[config.mk]
export PLATFORM = sky130hd
export DESIGN_NAME = strict_percent_decoder_unit
export DESIGN_NICKNAME = d
export VERILOG_FILES = /design/src/hdl/spd_pkg.sv /design/src/hdl/spd_decode.sv /design/src/hdl/strict_percent_decoder_unit.sv
export SDC_FILE = /design/constraint.sdc
export NUM_CORES = 1
export LEC_CHECK = 0
export BUFFER_PORTS_ARGS = -buffer_cell sky130_fd_sc_hd__buf_2
export CAP_MARGIN = 20
export CORE_MARGIN = 3
export CORE_UTILIZATION = 47
export DETAILED_ROUTE_END_ITERATION = 10
export HOLD_SLACK_MARGIN = 0.06
export PLACE_DENSITY = 0.8
export REMOVE_ABC_BUFFERS = 1
export SLEW_MARGIN = 20
export SYNTH_ARGS = -nofsm -noshare
export SYNTH_HDL_FRONTEND = slang
export SYNTH_HIERARCHICAL = 1
export SYNTH_SLANG_ARGS = --single-unit
[constraint.sdc]
create_clock -name clk -period 3.4 [get_ports clk]
set_input_delay 0.34 -clock clk [delete_from_list [all_inputs] [get_ports clk]]
set_output_delay 0.34 -clock clk [all_outputs]
set_load 0.1 [all_outputs]
[src/hdl/spd_pkg.sv]
// Shared types, character codes and the hex digit helper for the
// strict percent decoder. No dependencies.
`default_nettype none
package spd_pkg;

  localparam logic [7:0] CHAR_PERCENT  = 8'h25;
  localparam logic [7:0] CHAR_PLUS     = 8'h2B;
  localparam logic [7:0] CHAR_QUESTION = 8'h3F;
  localparam logic [7:0] CHAR_SPACE    = 8'h20;
  localparam logic [7:0] CHAR_0        = 8'h30;
  localparam logic [7:0] CHAR_9        = 8'h39;
  localparam logic [7:0] CHAR_UA       = 8'h41;
  localparam logic [7:0] CHAR_UF       = 8'h46;
  localparam logic [7:0] CHAR_LA       = 8'h61;
  localparam logic [7:0] CHAR_LF       = 8'h66;
  localparam logic [7:0] HEX_TEN       = 8'd10;

  localparam int unsigned CFG_AW = 3;
  localparam logic REG_PLUS_SPACE = 1'b0;

  typedef enum logic [3:0] {
    PH_NORMAL = 4'b0001,
    PH_HIGH   = 4'b0010,
    PH_LOW    = 4'b0100,
    PH_DROP   = 4'b1000
  } phase_t;

  typedef struct packed {
    phase_t     phase;
    logic [3:0] high_nib;
    logic       query_seen;
  } dec_state_t;

  typedef struct packed {
    logic       valid;
    logic [7:0] data;
    logic       last;
    logic       err;
  } dec_result_t;

  // {is_hex, value}
  function automatic logic [4:0] hex_value(input logic [7:0] b);
    logic [7:0] v;
    v = 8'd0;
    if (b >= CHAR_0 && b <= CHAR_9) begin
      v = b - CHAR_0;
      return {1'b1, v[3:0]};
    end
    if (b >= CHAR_UA && b <= CHAR_UF) begin
      v = b - CHAR_UA + HEX_TEN;
      return {1'b1, v[3:0]};
    end
    if (b >= CHAR_LA && b <= CHAR_LF) begin
      v = b - CHAR_LA + HEX_TEN;
      return {1'b1, v[3:0]};
    end
    return 5'd0;
  endfunction

endpackage
`default_nettype wire

[src/hdl/spd_decode.sv]
// Next-state and result logic for one byte of the percent decoder.
// Depends on spd_pkg.
`default_nettype none
module spd_decode (
  input  wire spd_pkg::dec_state_t  cur,
  input  wire logic [7:0]           in_byte,
  input  wire logic                 in_last,
  input  wire logic                 plus_space_en,
  output spd_pkg::dec_state_t       nxt,
  output spd_pkg::dec_result_t      res
);
  import spd_pkg::*;

  logic [4:0] hv;
  logic       fail;

  assign hv = hex_value(in_byte);

  always_comb begin
    nxt  = cur;
    res  = '0;
    fail = 1'b0;
    case (cur.phase)
      PH_DROP: begin
        if (in_last) begin
          nxt = '{phase: PH_NORMAL, high_nib: 4'd0, query_seen: 1'b0};
        end
      end
      PH_HIGH: begin
        if (!hv[4] || in_last) begin
          fail = 1'b1;
        end else begin
          nxt.high_nib = hv[3:0];
          nxt.phase    = PH_LOW;
        end
      end
      PH_LOW: begin
        if (!hv[4]) begin
          fail = 1'b1;
        end else begin
          res.valid    = 1'b1;
          res.data     = {cur.high_nib, hv[3:0]};
          res.last     = in_last;
          nxt.phase    = PH_NORMAL;
          nxt.high_nib = 4'd0;
          if (in_last) nxt.query_seen = 1'b0;
        end
      end
      PH_NORMAL: begin
        if (in_byte == CHAR_PERCENT) begin
          if (in_last) fail = 1'b1;
          else nxt.phase = PH_HIGH;
        end else begin
          res.valid = 1'b1;
          res.data  = in_byte;
          res.last  = in_last;
          if (in_byte == CHAR_QUESTION) begin
            nxt.query_seen = 1'b1;
          end else if (in_byte == CHAR_PLUS && cur.query_seen && plus_space_en) begin
            res.data = CHAR_SPACE;
          end
          if (in_last) begin
            nxt = '{phase: PH_NORMAL, high_nib: 4'd0, query_seen: 1'b0};
          end
        end
      end
      default: begin
        nxt = '{phase: PH_NORMAL, high_nib: 4'd0, query_seen: 1'b0};
      end
    endcase

    // error beat: zero data, marked last; drop the rest unless this was the end
    if (fail) begin
      res = '{valid: 1'b1, data: 8'd0, last: 1'b1, err: 1'b1};
      if (in_last) nxt = '{phase: PH_NORMAL, high_nib: 4'd0, query_seen: 1'b0};
      else nxt.phase = PH_DROP;
    end
  end

endmodule
`default_nettype wire

[src/hdl/strict_percent_decoder_unit.sv]
// Strict percent decoder: input register, one decode step, output register.
// An accepted beat is decoded from the input register; its result is registered.
// One byte per cycle, as there is a single decode step, unless out_tready stalls.
// Synchronous active-low reset clears the escape state, query flag,
// plus-as-space register and both stage valids. Depends on spd_pkg, spd_decode.
`default_nettype none
module strict_percent_decoder_unit (
  input  wire logic                       clk,
  input  wire logic                       rst_n,
  input  wire logic                       in_tvalid,
  output      logic                       in_tready,
  input  wire logic [7:0]                 in_tdata,   // [7:0] in_byte
  input  wire logic                       in_tlast,
  output      logic                       out_tvalid,
  input  wire logic                       out_tready,
  output      logic [7:0]                 out_tdata,  // [7:0] out_byte
  output      logic                       out_tlast,
  output      logic                       out_tuser,  // [0] decode_error
  input  wire logic                       cfg_psel,
  input  wire logic                       cfg_penable,
  input  wire logic                       cfg_pwrite,
  input  wire logic [spd_pkg::CFG_AW-1:0] cfg_paddr,
  input  wire logic [31:0]                cfg_pwdata,
  output      logic [31:0]                cfg_prdata,
  output      logic                       cfg_pready
);
  import spd_pkg::*;

  logic        plus_r;
  logic        s1_valid_r;
  logic [7:0]  s1_byte_r;
  logic        s1_last_r;
  dec_state_t  state_r, state_nxt;
  dec_result_t res;
  logic        out_valid_r;
  logic [7:0]  out_byte_r;
  logic        out_last_r;
  logic        out_err_r;
  logic        out_free;
  logic        s1_adv;

  assign cfg_pready = 1'b1;
  assign cfg_prdata = {31'd0, plus_r};

  always_ff @(posedge clk) begin
    if (!rst_n) begin
      plus_r <= 1'b0;
    end else if (cfg_psel && cfg_penable && cfg_pwrite && cfg_pready &&
                 cfg_paddr[CFG_AW-1] == REG_PLUS_SPACE) begin
      plus_r <= cfg_pwdata[0];
    end
  end

  spd_decode u_decode (
    .cur           (state_r),
    .in_byte       (s1_byte_r),
    .in_last       (s1_last_r),
    .plus_space_en (plus_r),
    .nxt           (state_nxt),
    .res           (res)
  );

  assign out_free  = !out_valid_r || out_tready;
  // a beat with no result can always move on
  assign s1_adv    = s1_valid_r && (out_free || !res.valid);
  assign in_tready = !s1_valid_r || s1_adv;

  always_ff @(posedge clk) begin
    if (!rst_n) begin
      s1_valid_r <= 1'b0;
    end else if (in_tready) begin
      s1_valid_r <= in_tvalid;
    end
  end

  always_ff @(posedge clk) begin
    if (in_tready && in_tvalid) begin
      s1_byte_r <= in_tdata;
      s1_last_r <= in_tlast;
    end
  end

  always_ff @(posedge clk) begin
    if (!rst_n) begin
      state_r <= '{phase: PH_NORMAL, high_nib: 4'd0, query_seen: 1'b0};
    end else if (s1_adv) begin
      state_r <= state_nxt;
    end
  end

  always_ff @(posedge clk) begin
    if (!rst_n) begin
      out_valid_r <= 1'b0;
    end else if (out_free) begin
      out_valid_r <= s1_adv && res.valid;
    end
  end

  always_ff @(posedge clk) begin
    if (out_free && s1_adv && res.valid) begin
      out_byte_r <= res.data;
      out_last_r <= res.last;
      out_err_r  <= res.err;
    end
  end

  assign out_tvalid = out_valid_r;
  assign out_tdata  = out_byte_r;
  assign out_tlast  = out_last_r;
  assign out_tuser  = out_err_r;

endmodule
`default_nettype wire

==> flow_metrics.tcl <==
set metrics [dict create \
    drc 0 \
    peakVddDrop_mv 0.2984 \
    critPathBufInv 2 \
    max_freq_mhz 313.5 \
    hold_ws_ps 230.4 \
    yosys.area_share.simple_pct 21.13 \
    synth_xor_area_share_pct 0.8309 \
    clkSinkCount 31 \
    clk_path_buf_depth 2 \
    crit_fanout 8 \
    vias 1548 \
    setup-tns-final_ps 0 \
    synth_edf_count 19 \
    fin_crit_sh_pct 93.81 \
    status "finished clean" \
    asyncSetResetFlopFracSynth_pct 0 \
    crit_type "flop to output port" \
    setup_viol 0 \
    grt_pass1_vias 1389 \
    dieArea_um2 5325 \
    synth_mux_area_share_pct 5.697 \
    avgRoutedWirePerCell_um 13.26 \
    placed_cell_area_um2 2131 \
    multi_input_area_um2 1081 \
    slowest_stage "edfxtp_1" \
    critPathCaptureType "output port" \
    worst_pin_slew_ps 550.1 \
    layout_common_cells "conb_1 (32), buf_2 (29), nand2_1 (25), edfxtp_1 (19)" \
    cts_tree "done" \
    critical_path.cell_chain "inv_1 > ha_1 > or3b_1 > nand4_1 > a21boi_2 > or3_1 > and2_1 > nand2_1 > buf_6" \
    yosysUniqueCellTypes 56 \
    post_cts_buffers 0 \
    maxSlewHeadroom_pct 62.81 \
    skew_ps 5.144 \
    syn-mean-instance-area_um2 9.945 \
    ant_nets 0 \
    hold_class "primary input to flop" \
    synth-compound-area-share_pct 15.55 \
    placement.io_buffers 30 \
    clkTransAtPathRegs_ps 60 \
    grt_first_pass_wirelength_um 6348 \
    synthAdderAreaFrac_pct 2.374 \
    slew_violations 0 \
    place_congestion 0.8629 \
    rows 23 \
    cts_buffers 5 \
    p_leak_uw 0.0008881 \
    initial_core_util_pct 50.52 \
    worstSetupStartpointType "flop" \
    design_area_um2 2218 \
    rsz0062_at_grt "no" \
    grt_antenna_before_repair 0 \
    cp_top_family "simple AND/OR/NAND/NOR gates" \
    root_buffer "clkbuf_8" \
    seq_area_frac_synth_pct 38.46 \
    synth_cells 212 \
    die_y_um 72.98 \
    wl_um 3831 \
    htree_levels 2 \
    core_region_area_um2 4173 \
    io_pins 96 \
    syn_area_um2 2108 \
    ff_latch_area_um2 810.8 \
    grt_overflow 0 \
    yosys_warnings 6 \
    critical_path_required_ps 3060 \
    ys_ff_latch 31 \
    grt_max_degree 22 \
    insertion_delay_ps 280 \
    grt_usage_pct 15.70 \
    num-fill-cells 391 \
    power.density_nw_per_um2 434.7 \
    arrival_ps 2850 \
    hold_viol 0 \
    die_width_um 72.98 \
    period_minus_slack_ps 3190 \
    firstDrtPassIters 4 \
    fin_nets 293 \
    synth_top_family_by_area "simple AND/OR/NAND/NOR gates" \
    final_common_cell "conb_1" \
    dpl.hpwl_um 2856 \
    maxCapViolCount 0 \
    syn2layout_area_growth_pct 5.223 \
    diodes 0 \
    final_layout_size_suffix_gt1_share_pct 22.59 \
    vias_per_cell 5.356 \
    drtIter0Drc 145 \
    slowest_delay_ps 490 \
    synth_ff_type "edfxtp_1" \
]
[metal layers]
layer | vias up | GRT usage (%) | routed length (um)
met5 | - | 0 | 0
met4 | 0 | 7.992 | 64
met3 | 8 | 4.545 | 373
met2 | 73 | 21.94 | 1676
met1 | 724 | 21.97 | 1717
li1 | 743 | - | -
[cells by family after synthesis]
family,after synthesis
multiplexers,12
AO/OA/AOI/OAI,43
AND/OR/NAND/NOR,72
other,2
buffers and inverters,46
flip-flops,31
XOR/XNOR,2
adder cells (fa/ha/maj),4
[metrics by stage]
step                setup slack (ps)  utilization, %  total power, uW  cells
global placement               406.7           51.06            700.1    281
finish                         210.4           53.16            964.3    289
CTS                            33.05           53.01            972.3    289
global route                   26.00           53.16             1003    289
detailed placement             350.5           51.06            702.3    281
floorplan                      18.79               -            670.8    199
[cell usage after synthesis (3+ instances only)]
cell / number / area [um2]
mux2i_1: 12 / 120.1
a22o_1: 4 / 35.03
nand3_1: 7 / 35.03
buf_2: 4 / 20.02
a21boi_2: 3 / 33.78
edfxtp_1: 19 / 570.6
nand4_1: 3 / 18.77
nor2_1: 7 / 26.28
and2_1: 4 / 25.02
nor2b_1: 5 / 31.28
ha_1: 4 / 50.05
nand2b_1: 3 / 18.77
o21ai_0: 10 / 50.05
a21oi_1: 6 / 30.03
inv_1: 3 / 11.26
buf_4: 36 / 270.3
nand2_1: 25 / 93.84
dfxtp_1: 12 / 240.2
[what timing repair did]
action / 4_1_cts / 5_1_grt
resized for setup: 0 / 3
endpoints found under the setup margin: 0 / 1
hold buffers: 0 / 0
endpoints found under the hold margin: 0 / 0
[flip-flops by register name, summed over array words and instances (netlist names)]
register and flops:
state_r 9, plus_r 1, out_tvalid 1, out_tuser 1
s1_valid_r 1, s1_last_r 1, s1_byte_r 8, out_tdata 8
out_tlast 1
[final cells by class]
cell class              count  share of cell area (%)
clock buffers               7                   3.440
clock inverters             1                  0.2256
inverters                   3                  0.5076
multi-input cells         165                   48.73
flip-flops and latches     31                   36.55
well taps                  50                   2.820
repair buffers             32                   7.727
[path summary, 6_finish.rpt]
kind / from / to / slack, ps / cells past startpoint
min: in_tdata[5] / s1_byte_r[5]$_DFFE_PP_ / 230 / 1
max reg2reg: s1_byte_r[0]$_DFFE_PP_ / s1_byte_r[2]$_DFFE_PP_ / 360 / 9
max: s1_byte_r[0]$_DFFE_PP_ / in_tready / 210 / 9
min reg2reg: state_r[2]$_SDFFE_PN0N_ / state_r[2]$_SDFFE_PN0N_ / 480 / 2
[where the power goes]
group | switching, uW | total, uW | internal, uW | leakage, uW
combinational | 234 | 267 | 32.7 | 0.000566
sequential | 13.5 | 428 | 415 | 0.000280
clock | 126 | 269 | 143 | 0.0000422
No activity file was read; power rests on OpenSTA's default activity.
